**src/sv/ps2_mouse_packet_tracker_assert.svh**
```systemverilog
// assertion macros for the ps2 mouse packet tracker
`ifndef PS2_MOUSE_PACKET_TRACKER_ASSERT_SVH
`define PS2_MOUSE_PACKET_TRACKER_ASSERT_SVH

// same-cycle implication, disabled in reset
`define PMT_ASSERT_IMPL(label, ante, cons, msg) \
  label: assert property (@(posedge clk) disable iff (rst) (ante) |-> (cons)) \
    else $error(msg);

// next-cycle implication, disabled in reset
`define PMT_ASSERT_NEXT(label, ante, cons, msg) \
  label: assert property (@(posedge clk) disable iff (rst) (ante) |=> (cons)) \
    else $error(msg);

`endif

```
**src/sv/ps2mpt_pkg.sv**
```systemverilog
package ps2mpt_pkg;

  localparam int POS_W = 10;
  localparam int REG_W = 10;
  localparam int BYTE_W = 8;
  localparam int BTN_W = 3;
  localparam int CFG_IDX_W = 2;

  localparam int EXT_W = (POS_W > REG_W) ? POS_W : REG_W;
  localparam int SUM_W = EXT_W + 2;

  localparam int OUT_W = 2 * POS_W + BTN_W;
  localparam int M_TDATA_W = ((OUT_W + 7) / 8) * 8;

  localparam logic [POS_W-1:0] POS_MAX = {POS_W{1'b1}};

  localparam logic [BYTE_W-1:0] SYNC_MASK = 8'h08;
  localparam logic [BYTE_W-1:0] BUTTON_MASK = 8'h07;

  localparam logic [REG_W-1:0] WIDTH_RESET = 10'd160;
  localparam logic [REG_W-1:0] HEIGHT_RESET = 10'd80;

  localparam logic [CFG_IDX_W-1:0] REG_X_SIZE = 2'd0;
  localparam logic [CFG_IDX_W-1:0] REG_Y_SIZE = 2'd1;

  // cur + delta, clamped to 0 .. min(size-1, POS_MAX); size 0 acts as 1
  function automatic logic [POS_W-1:0] clamp_pos(
    input logic [POS_W-1:0] cur,
    input logic signed [8:0] delta,
    input logic [REG_W-1:0] size
  );
    logic signed [SUM_W-1:0] v;
    logic [EXT_W-1:0] hi;
    logic [POS_W-1:0] res;
    v = signed'(SUM_W'(cur)) + SUM_W'(delta);
    if (size == '0) begin
      hi = '0;
    end else begin
      hi = EXT_W'(size) - EXT_W'(1);
    end
    if (hi > EXT_W'(POS_MAX)) begin
      hi = EXT_W'(POS_MAX);
    end
    if (v < 0) begin
      res = '0;
    end else if (v > signed'(SUM_W'(hi))) begin
      res = hi[POS_W-1:0];
    end else begin
      res = v[POS_W-1:0];
    end
    return res;
  endfunction

endpackage

```
**src/sv/ps2_mouse_packet_tracker.sv**
```systemverilog
// Three-byte mouse packet decoder with a clamped cursor. Bytes enter on the
// s_axis port; a first byte without bit 3 set is dropped to realign. Every
// third byte of a packet yields one m_axis transfer with the new position and
// the header's three button bits. One byte is taken per cycle while no byte
// is held back by a full output register: a byte is registered on entry and
// then processed into the result register that drives m_axis. Only a packet's
// last byte waits on a result still held in the output register; other bytes
// keep flowing. The user must write the X and Y size registers through the
// cfg port only while the block is idle; the block does not enforce this.
module ps2_mouse_packet_tracker (
  input  logic                                  clk,
  input  logic                                  rst,
  input  logic                                  cfg_we,
  input  logic [ps2mpt_pkg::CFG_IDX_W-1:0]      cfg_index,
  input  logic [ps2mpt_pkg::REG_W-1:0]          cfg_data,
  input  logic                                  s_axis_tvalid,
  output logic                                  s_axis_tready,
  input  logic [ps2mpt_pkg::BYTE_W-1:0]         s_axis_tdata,  // data_byte
  output logic                                  m_axis_tvalid,
  input  logic                                  m_axis_tready,
  output logic [ps2mpt_pkg::M_TDATA_W-1:0]      m_axis_tdata   // pos_x, pos_y, button_bits
);

  typedef enum logic [1:0] {
    PH_HEAD = 2'd0,
    PH_DX   = 2'd1,
    PH_DY   = 2'd2
  } phase_t;

  logic [ps2mpt_pkg::REG_W-1:0]  x_size;
  logic [ps2mpt_pkg::REG_W-1:0]  y_size;

  logic                          in_valid;
  logic [ps2mpt_pkg::BYTE_W-1:0] in_byte;

  phase_t                        phase;
  logic [ps2mpt_pkg::BYTE_W-1:0] header_byte;
  logic [ps2mpt_pkg::BYTE_W-1:0] delta_x_byte;
  logic [ps2mpt_pkg::POS_W-1:0]  cursor_x;
  logic [ps2mpt_pkg::POS_W-1:0]  cursor_y;

  logic [ps2mpt_pkg::POS_W-1:0]  pos_x;
  logic [ps2mpt_pkg::POS_W-1:0]  pos_y;
  logic [ps2mpt_pkg::BTN_W-1:0]  button_bits;

  logic                          out_free;
  logic                          advance;
  logic [ps2mpt_pkg::POS_W-1:0]  cursor_x_next;
  logic [ps2mpt_pkg::POS_W-1:0]  cursor_y_next;
  logic signed [8:0]             dx;
  logic signed [8:0]             dy_neg;

  assign out_free = !m_axis_tvalid || m_axis_tready;
  assign advance = in_valid && ((phase != PH_DY) || out_free);
  assign s_axis_tready = !in_valid || advance;

  assign dx = signed'({delta_x_byte[7], delta_x_byte});
  assign dy_neg = -signed'({in_byte[7], in_byte});
  assign cursor_x_next = ps2mpt_pkg::clamp_pos(cursor_x, dx, x_size);
  assign cursor_y_next = ps2mpt_pkg::clamp_pos(cursor_y, dy_neg, y_size);

  assign m_axis_tdata = ps2mpt_pkg::M_TDATA_W'({button_bits, pos_y, pos_x});

  always_ff @(posedge clk) begin
    if (rst) begin
      x_size <= ps2mpt_pkg::WIDTH_RESET;
      y_size <= ps2mpt_pkg::HEIGHT_RESET;
    end else if (cfg_we) begin
      if (cfg_index == ps2mpt_pkg::REG_X_SIZE) begin
        x_size <= cfg_data;
      end else if (cfg_index == ps2mpt_pkg::REG_Y_SIZE) begin
        y_size <= cfg_data;
      end
    end
  end

  always_ff @(posedge clk) begin
    if (rst) begin
      in_valid <= 1'b0;
    end else if (s_axis_tready) begin
      in_valid <= s_axis_tvalid;
    end
    if (s_axis_tready && s_axis_tvalid) begin
      in_byte <= s_axis_tdata;
    end
  end

  always_ff @(posedge clk) begin
    if (rst) begin
      phase <= PH_HEAD;
      cursor_x <= '0;
      cursor_y <= '0;
      m_axis_tvalid <= 1'b0;
    end else begin
      if (m_axis_tready) begin
        m_axis_tvalid <= 1'b0;
      end
      if (advance) begin
        unique case (phase)
          PH_DX: begin
            delta_x_byte <= in_byte;
            phase <= PH_DY;
          end
          PH_DY: begin
            cursor_x <= cursor_x_next;
            cursor_y <= cursor_y_next;
            pos_x <= cursor_x_next;
            pos_y <= cursor_y_next;
            button_bits <= ps2mpt_pkg::BTN_W'(header_byte & ps2mpt_pkg::BUTTON_MASK);
            m_axis_tvalid <= 1'b1;
            phase <= PH_HEAD;
          end
          default: begin
            // header slot; unused code also lands here
            if ((in_byte & ps2mpt_pkg::SYNC_MASK) != '0) begin
              header_byte <= in_byte;
              phase <= PH_DX;
            end else begin
              phase <= PH_HEAD;
            end
          end
        endcase
      end
    end
  end

`include "ps2_mouse_packet_tracker_assert.svh"

  `PMT_ASSERT_NEXT(a_dy_makes_result, advance && (phase == PH_DY), m_axis_tvalid, "no result after last byte")
  `PMT_ASSERT_IMPL(a_header_synced, (phase == PH_DX) || (phase == PH_DY), header_byte[3], "header lacks sync bit")
  `PMT_ASSERT_NEXT(a_in_hold, in_valid && !advance, in_valid && $stable(in_byte), "held byte lost")

endmodule
```
**config.mk**
```make
export PLATFORM = sky130hd
export DESIGN_NAME = ps2_mouse_packet_tracker
export DESIGN_NICKNAME = d
export VERILOG_FILES = /design/src/sv/ps2mpt_pkg.sv /design/src/sv/ps2_mouse_packet_tracker.sv
export VERILOG_INCLUDE_DIRS = /design/src /design/src/sv
export SDC_FILE = /design/constraint.sdc
export NUM_CORES = 1
export LEC_CHECK = 0
export ABC_CLOCK_PERIOD_IN_PS = 4400
export BUFFER_PORTS_ARGS = -buffer_cell sky130_fd_sc_hd__buf_2
export CAP_MARGIN = 30
export CORE_UTILIZATION = 40
export CTS_CLUSTER_SIZE = 40
export DETAILED_ROUTE_END_ITERATION = 10
export SYNTH_ARGS = -nofsm -noshare
export SYNTH_HDL_FRONTEND = slang
export SYNTH_SLANG_ARGS = --single-unit
```
**constraint.sdc**
```tcl
create_clock -name clk -period 4.4 [get_ports clk]
set_input_delay 0.44 -clock clk [delete_from_list [all_inputs] [get_ports clk]]
set_output_delay 0.44 -clock clk [all_outputs]
set_load 0.01 [all_outputs]
```
## After elaboration in Yosys (flattened, before gate mapping)

Index checks and enable logic that the tools add are counted.

| operators by class | value |
|---|---|
| add/subtract/negate cells | 5 |
| $lt $le $gt $ge | 6 |
| equal/unequal tests | 4 |
| muxes and demuxes | 13 |
| bitwise gates (word level) | 3 |
| reductions and logical operators | 17 |

Operators by type and width:

| operator | number |
|---|---|
| 10-bit two-way mux | 8 |
| 12-bit by 11-bit > comparator with 1-bit output | 2 |
| 12-bit by 1-bit less-than comparator with 1-bit output (second input constant) | 2 |
| 10-bit > comparator (second input constant) | 2 |
| 10-bit logical NOT | 2 |
| 10-bit by 1-bit subtractor with 10-bit output (second input constant) | 2 |
| 11-bit by 8-bit adder with 12-bit output | 1 |
| 11-bit by 9-bit adder with 12-bit output | 1 |
| 8-bit negation with 9-bit output | 1 |
| 3-bit AND reduction | 3 |
| 2-bit by 1-bit equality test with 1-bit output (second input constant) | 2 |
| 1-bit two-way mux | 4 |
| 2-bit one-hot mux with 2 select lines | 1 |
| 2-bit AND reduction | 2 |
| 4-bit AND reduction | 1 |
| 1-bit logical OR | 3 |
| 1-bit inverter | 3 |
| 2-bit equality test (second input constant) | 1 |
| 1-bit logical AND | 2 |
| 1-bit logical NOT | 2 |
| 2-bit logical NOT | 1 |
| 2-bit != test (second input constant) | 1 |
| 2-bit OR reduction | 1 |

| storage, ports and cells | value |
|---|---|
| bits in registers | 86 |
| bits of input ports | 25 |
| output and inout bits | 26 |
| word-level logic and storage cells | 61 |

## Logic depth before layout (Yosys ltp)

| logic depth | value |
|---|---|
| depth in word-level cells | 7 |
| gate-level depth with buffers | 17 |
| mapped depth without buffers | 16 |

## Least setup slack after synthesis

Ideal clock, no wire load.

| path | value |
|---|---|
| kind | register to register |
| start | register delta_x_byte[0] (netlist bit) |
| end | register pos_x[0] (netlist bit) (data pin) |
| library setup time | 0.266 ns |
| data arrival time | 3.086 ns |
| required time | 4.134 ns |
| setup slack | 1.048 ns |
| stages on the path, launching flop included | 16 |
| path buffers | 1 |
| clock period less this slack | 3.352 ns |
| path through | edfxtp_1 -> ha_1 -> fa_1 -> a211oi_1 -> nor2_1 -> o21a_1 -> o22a_1 -> xor2_1 -> ha_1 -> nand2_1 -> nor4_1 -> a31oi_1 -> a21oi_2 -> buf_6 -> mux2i_1 -> nor2_1 |

| between the ends | value |
|---|---|
| word-level cells in the longest chain between the ends | 4 |
| elaborated cells between the ends (all ways) | 5 |
| those cells by class | 1 x add/sub; 2 x order compare; 2 x mux |

RTL lines:

| element | RTL line | source |
|---|---|---|
| start: declaration | ps2_mouse_packet_tracker.sv:38 | `logic [ps2mpt_pkg::BYTE_W-1:0] delta_x_byte;` |
| start signal: assignment | ps2_mouse_packet_tracker.sv:101 | `delta_x_byte <= in_byte;` |
| 11-bit by 8-bit adder with 12-bit output (*) | ps2mpt_pkg.sv:35 | `v = signed'(SUM_W'(cur)) + SUM_W'(delta);` |
| 12-bit by 11-bit > comparator with 1-bit output | ps2mpt_pkg.sv:46 | `end else if (v > signed'(SUM_W'(hi))) begin` |
| 10-bit two-way mux | ps2mpt_pkg.sv:46 |  |
| 10-bit two-way mux (*) | ps2mpt_pkg.sv:44 | `if (v < 0) begin` |
| named net cursor_x_next, one bit | ps2_mouse_packet_tracker.sv:48 | `logic [ps2mpt_pkg::POS_W-1:0] cursor_x_next;` |
| end signal: assignment | ps2_mouse_packet_tracker.sv:107 | `pos_x <= cursor_x_next;` |
| end: declaration | ps2_mouse_packet_tracker.sv:42 | `logic [ps2mpt_pkg::POS_W-1:0] pos_x;` |

The timed path passes the listed nets; every way through them passes the cells marked *.
A chain may end at the register's enable or synchronous reset.

## Worst setup path in the final report

| path | value |
|---|---|
| start | register in_byte[0] (netlist bit) |
| end | register pos_y[9] (netlist bit) (data pin) |

| between the ends | value |
|---|---|
| word-level cells in the longest chain between the ends | 5 |
| elaborated cells between the ends (all ways) | 6 |
| those cells by class | 2 x add/sub; 2 x order compare; 2 x mux |

RTL lines:

| element | RTL line | source |
|---|---|---|
| start: declaration | ps2_mouse_packet_tracker.sv:34 | `logic [ps2mpt_pkg::BYTE_W-1:0] in_byte;` |
| start signal: assignment | ps2_mouse_packet_tracker.sv:84 | `in_byte <= s_axis_tdata;` |
| 8-bit negation with 9-bit output (*) | ps2_mouse_packet_tracker.sv:58 | `assign dy_neg = -signed'({in_byte[7], in_byte});` |
| 11-bit by 9-bit adder with 12-bit output (*) | ps2mpt_pkg.sv:35 |  |
| 12-bit by 11-bit > comparator with 1-bit output | ps2mpt_pkg.sv:46 |  |
| 10-bit two-way mux | ps2mpt_pkg.sv:46 |  |
| 10-bit two-way mux (*) | ps2mpt_pkg.sv:44 |  |
| named net cursor_y_next, one bit | ps2_mouse_packet_tracker.sv:49 | `logic [ps2mpt_pkg::POS_W-1:0] cursor_y_next;` |
| end signal: assignment | ps2_mouse_packet_tracker.sv:108 | `pos_y <= cursor_y_next;` |
| end: declaration | ps2_mouse_packet_tracker.sv:43 | `logic [ps2mpt_pkg::POS_W-1:0] pos_y;` |

Marks and branches as above.

==> results.py <==
metrics = {
    "cts": {
        "ctsLongestPathBuffers": 2,
        "worst_skew_pair_later_pin_latency_ns": 0.34,
        "post_cts.repair.setup_buffers": 0,
        "postCtsResizedCells": 0,
        "cts_inserted_buffers": 9,
        "cts-hold-fix-buffers": 0,
        "clock-root-buffer": "sky130_fd_sc_hd__clkbuf_16",
        "cts_tree": "yes",
        "htree_levels": 3,
        "clk_pin_slew_ns": 0.06,
        "clock_sinks": 86,
    },
    "grt": {
        "initial_antenna_violation_count": 0,
        "first_global_vias": 3661,
        "grt_first_pass_wirelength_um": 18400,
        "global_route.usage.total_pct": 17.9,
        "grt_overflow_total": 0,
        "grt_max_degree": 24,
    },
    "power_and_ir_drop": {
        "power.share.switching_pct": 24.5,
        "vdd_ir_drop_max_v": 0.000194,
        "totalPowerFinal_w": 0.00192,
        "power.density_nw_per_um2": 323,
        "share_seq_of_total_power_pct": 45.5,
        "comb_power_share_pct": 13.2,
        "cell_internal_pwr_w": 0.00145,
        "power.static_leakage_nw": 2.55,
        "psw_w": 0.000471,
        "clock_network_fraction_of_total_power_pct": 41.3,
    },
    "route": {
        "drt-wirelength-per-cell_um": 14.9,
        "detail_route.drc_violations": 0,
        "num_vias": 4030,
        "initialDrtViolationCount": 293,
        "wl_um": 11600,
        "route.antenna.remaining_nets": 0,
        "vias_per_cell": 5.18,
        "detailedRoute.firstPassIterationCount": 4,
    },
    "yosys": {
        "synth_cells": 553,
        "synth_warn": 0,
        "mappedNetlistNets": 626,
        "seq_area_frac_synth_pct": 41.1,
        "synth_top_flop_cell": "sky130_fd_sc_hd__dfxtp_1",
        "synthDistinctLibCells": 66,
        "synth_top_cell_area_share_pct": 24.2,
        "yosys.area.top_type": "sky130_fd_sc_hd__edfxtp_1",
        "yosys_register_bits": 86,
        "post_synth_main_area_contributors": "sky130_fd_sc_hd__edfxtp_1 (24%), sky130_fd_sc_hd__dfxtp_1 (17%), sky130_fd_sc_hd__ha_1 (11%), sky130_fd_sc_hd__mux2i_1 (5.6%), sky130_fd_sc_hd__nor2_1 (4.2%)",
        "synthesis.area_um2": 5220,
        "synth-edff-count": 42,
        "asyncSetResetFlopFracSynth_pct": 0,
        "syn_area_per_cell_um2": 9.43,
    },
    "worst_setup_path": {
        "crit_path_start": "in_byte[0]",
        "endpoint_kind": "flop",
        "cp-endpoint": "pos_y[9]",
        "r2r_slack_ns": 0.48,
        "ff2ff_path_depth": 15,
        "crit_required_ns": 4.49,
        "r2r-end": "pos_y[9]",
        "worstSetupPathType": "flop to flop",
        "critPathArrivalTime_ns": 4.01,
        "timing.rr.start": "in_byte[0]",
        "crit_path_max_fanout": 12,
        "critPathLaunchType": "flop",
    },
    "timing": {
        "final-hold-violation-count": 0,
        "max_slew_margin_pct": 31.6,
        "finalCritPeriodShare_pct": 89.0,
        "clock-skew-final_ns": 0.00692,
        "slew_viol_final": 0,
        "setup_viol": 0,
        "finalCriticalPeriod_ns": 3.92,
        "timing_worst_slew_pin_value_ns": 1.02,
        "fmax_mhz": 255,
        "timing.setup.tns_ns": 0,
        "grt_setup_unrepaired": "false",
    },
    "cells_and_area": {
        "flow.area_growth_from_synthesis_pct": 14.0,
        "final_layout_size_suffix_gt1_share_pct": 14.7,
        "final_layout_net_count": 674,
        "nFillCells": 1223,
        "insertedDiodeCount": 0,
    },
    "floorplan": {
        "die_h_um": 116,
        "num_rows": 41,
        "die_w_um": 116,
        "core_area_um2": 12700,
        "fp.dieArea_um2": 13500,
        "ioPinCount": 51,
        "start_util_pct": 41.2,
    },
    "placed_design": {
        "post-dp-hpwl_um": 9000,
        "place.port_buffers": 49,
        "rd_place_congestion": 0.856,
    },
    "run": {
        "max_cap_viol_count": 0,
    },
    "status": {
        "result_of_the_run": "completed",
    },
    "hold_path": {
        "classification_of_the_worst_slack_hold_path": "input pin to flop",
    },
}
[cell families (layout without fill, tap and decap cells)]
| logic type | count (synthesis) | after routing | share of synthesized area [%] |
|---|---|---|---|
| and+or+nand+nor | 184 | 184 | 16.9 |
| AOI/OAI and AO/OA | 112 | 112 | 14.1 |
| DFF | 86 | 86 | 41.1 |
| buffers and inverters | 64 | 117 | 5.37 |
| adders and majority gates | 48 | 48 | 11.8 |
| muxes | 33 | 33 | 6.57 |
| xor gates and xnor gates | 25 | 25 | 4.20 |
| other | 1 | 1 | 0.0719 |
[stage by stage]
stage | instance area, µm² | util, % | cells | worst slack [ns] | hold WS, ns
final | 5940 | 46.9 | 778 | 0.484 | 0.280
after detailed placement | 5610 | 44.3 | 760 | 0.527 | 0.408
after global placement | 5610 | 44.3 | 760 | 0.615 | 0.403
after floorplan | 5220 | - | 553 | 1.05 | 0.400
after CTS | 5920 | 46.7 | 776 | 0.480 | 0.270
after global routing | 5940 | 46.9 | 778 | 0.150 | 0.267
[state kept, by name (all words and copies together) (netlist names)]
register / flops
pos_y: 10
cursor_y: 10
y_size: 10
delta_x_byte: 8
button_bits: 3
cursor_x: 10
phase: 2
in_byte: 8
x_size: 10
m_axis_tvalid: 1
in_valid: 1
header_byte: 3
pos_x: 10
[critical path, stage by stage (launching register included)]
cell,delay (ns)
sky130_fd_sc_hd__edfxtp_1,0.42
sky130_fd_sc_hd__ha_1,0.26
sky130_fd_sc_hd__fa_1,0.41
sky130_fd_sc_hd__nor2b_1,0.17
sky130_fd_sc_hd__o2111ai_1,0.14
sky130_fd_sc_hd__nand2_1,0.09
sky130_fd_sc_hd__nor2_1,0.05
sky130_fd_sc_hd__xnor2_1,0.14
sky130_fd_sc_hd__buf_4,0.15
sky130_fd_sc_hd__ha_1,0.29
sky130_fd_sc_hd__o21ai_0,0.07
sky130_fd_sc_hd__o21ai_0,0.15
sky130_fd_sc_hd__o211ai_1,0.13
sky130_fd_sc_hd__a31oi_1,0.73
sky130_fd_sc_hd__o21ai_0,0.25
sky130_fd_sc_hd__and3b_1,0.23
[how the worst min path moves through the flow]
stage,startpoint,end,slack [ns],depth (start not counted)
finish,s_axis_tdata[3],in_byte[3],0.28,1
global placement,header_byte[2],button_bits[2],0.40,0
detailed placement,header_byte[1],button_bits[1],0.41,0
floorplan,header_byte[0],button_bits[0],0.40,0
CTS,s_axis_tdata[3],in_byte[3],0.27,1
global route,s_axis_tdata[3],in_byte[3],0.27,1
[power groups by stage]
| stage | Clock (W) | Combinational [W] | Sequential, W |
|---|---|---|---|
| after floorplan | 0 | 0.000185 | 0.000887 |
| after global placement | 0 | 0.000248 | 0.000891 |
| after detailed placement | 0 | 0.000250 | 0.000892 |
| after CTS | 0.000806 | 0.000253 | 0.000875 |
| after global routing | 0.000836 | 0.000284 | 0.000877 |
| final | 0.000793 | 0.000254 | 0.000875 |
[metal layers]
layer	wire length, µm	vias to the layer above	track usage [%]
li1	-	2071	-
met1	5750	1868	24.7
met2	5130	78	27.9
met3	444	13	2.54
met4	242	0	7.52
met5	0	-	0
[cells in the mapped netlist (4+ instances only)]
master	instances
sky130_fd_sc_hd__nand3_1	9
sky130_fd_sc_hd__nand2_1	49
sky130_fd_sc_hd__ha_1	46
sky130_fd_sc_hd__a211oi_1	5
sky130_fd_sc_hd__nor4_1	5
sky130_fd_sc_hd__xnor2_1	17
sky130_fd_sc_hd__dfxtp_1	44
sky130_fd_sc_hd__o21ai_1	10
sky130_fd_sc_hd__o211ai_1	10
sky130_fd_sc_hd__inv_1	44
sky130_fd_sc_hd__clkbuf_1	10
sky130_fd_sc_hd__o31ai_1	4
sky130_fd_sc_hd__nor2b_1	4
sky130_fd_sc_hd__mux2i_1	29
sky130_fd_sc_hd__xor2_1	8
sky130_fd_sc_hd__nor3_1	15
sky130_fd_sc_hd__edfxtp_1	42
sky130_fd_sc_hd__a31oi_1	6
sky130_fd_sc_hd__nor2_1	59
sky130_fd_sc_hd__o21ai_0	24
sky130_fd_sc_hd__a21oi_1	22
sky130_fd_sc_hd__a21o_1	7
sky130_fd_sc_hd__nand2b_1	7
sky130_fd_sc_hd__nand4_1	11
[final cells by class]
class,count,area (µm²),share of cell area [%]
Clock buffer,11,233,3.91
Clock inverter,5,73.8,1.24
Inverter,44,165,2.78
Multi-Input combinational cell,403,2800,47.1
Sequential cell,86,2140,36.0
Tap cell,172,215,3.62
Timing Repair Buffer,57,317,5.33
[layout by cell type (no fill, tap or decap), types with 3 or more instances in the layout]
cell type	count
sky130_fd_sc_hd__ha_1	46
sky130_fd_sc_hd__nand3b_1	3
sky130_fd_sc_hd__edfxtp_1	42
sky130_fd_sc_hd__xnor2_1	17
sky130_fd_sc_hd__a21o_1	7
sky130_fd_sc_hd__a31o_2	3
sky130_fd_sc_hd__and2_1	3
sky130_fd_sc_hd__buf_4	6
sky130_fd_sc_hd__inv_1	44
sky130_fd_sc_hd__a21oi_1	22
sky130_fd_sc_hd__a31oi_1	6
sky130_fd_sc_hd__nand3_1	9
sky130_fd_sc_hd__o21ai_1	10
sky130_fd_sc_hd__o31ai_1	4
sky130_fd_sc_hd__nor2b_1	4
sky130_fd_sc_hd__nand4_1	11
sky130_fd_sc_hd__dfxtp_1	44
sky130_fd_sc_hd__a211oi_1	5
sky130_fd_sc_hd__o21ai_0	24
sky130_fd_sc_hd__xor2_1	8
sky130_fd_sc_hd__nand2_1	49
sky130_fd_sc_hd__nor3_1	15
sky130_fd_sc_hd__o211ai_1	10
sky130_fd_sc_hd__nor2_1	59
sky130_fd_sc_hd__nand2b_1	7
sky130_fd_sc_hd__nor4_1	5
sky130_fd_sc_hd__buf_2	49
sky130_fd_sc_hd__clkbuf_16	9
sky130_fd_sc_hd__or3_1	3
sky130_fd_sc_hd__mux2i_1	29
sky130_fd_sc_hd__or2_2	3
Power figures use the tool's default switching activity.
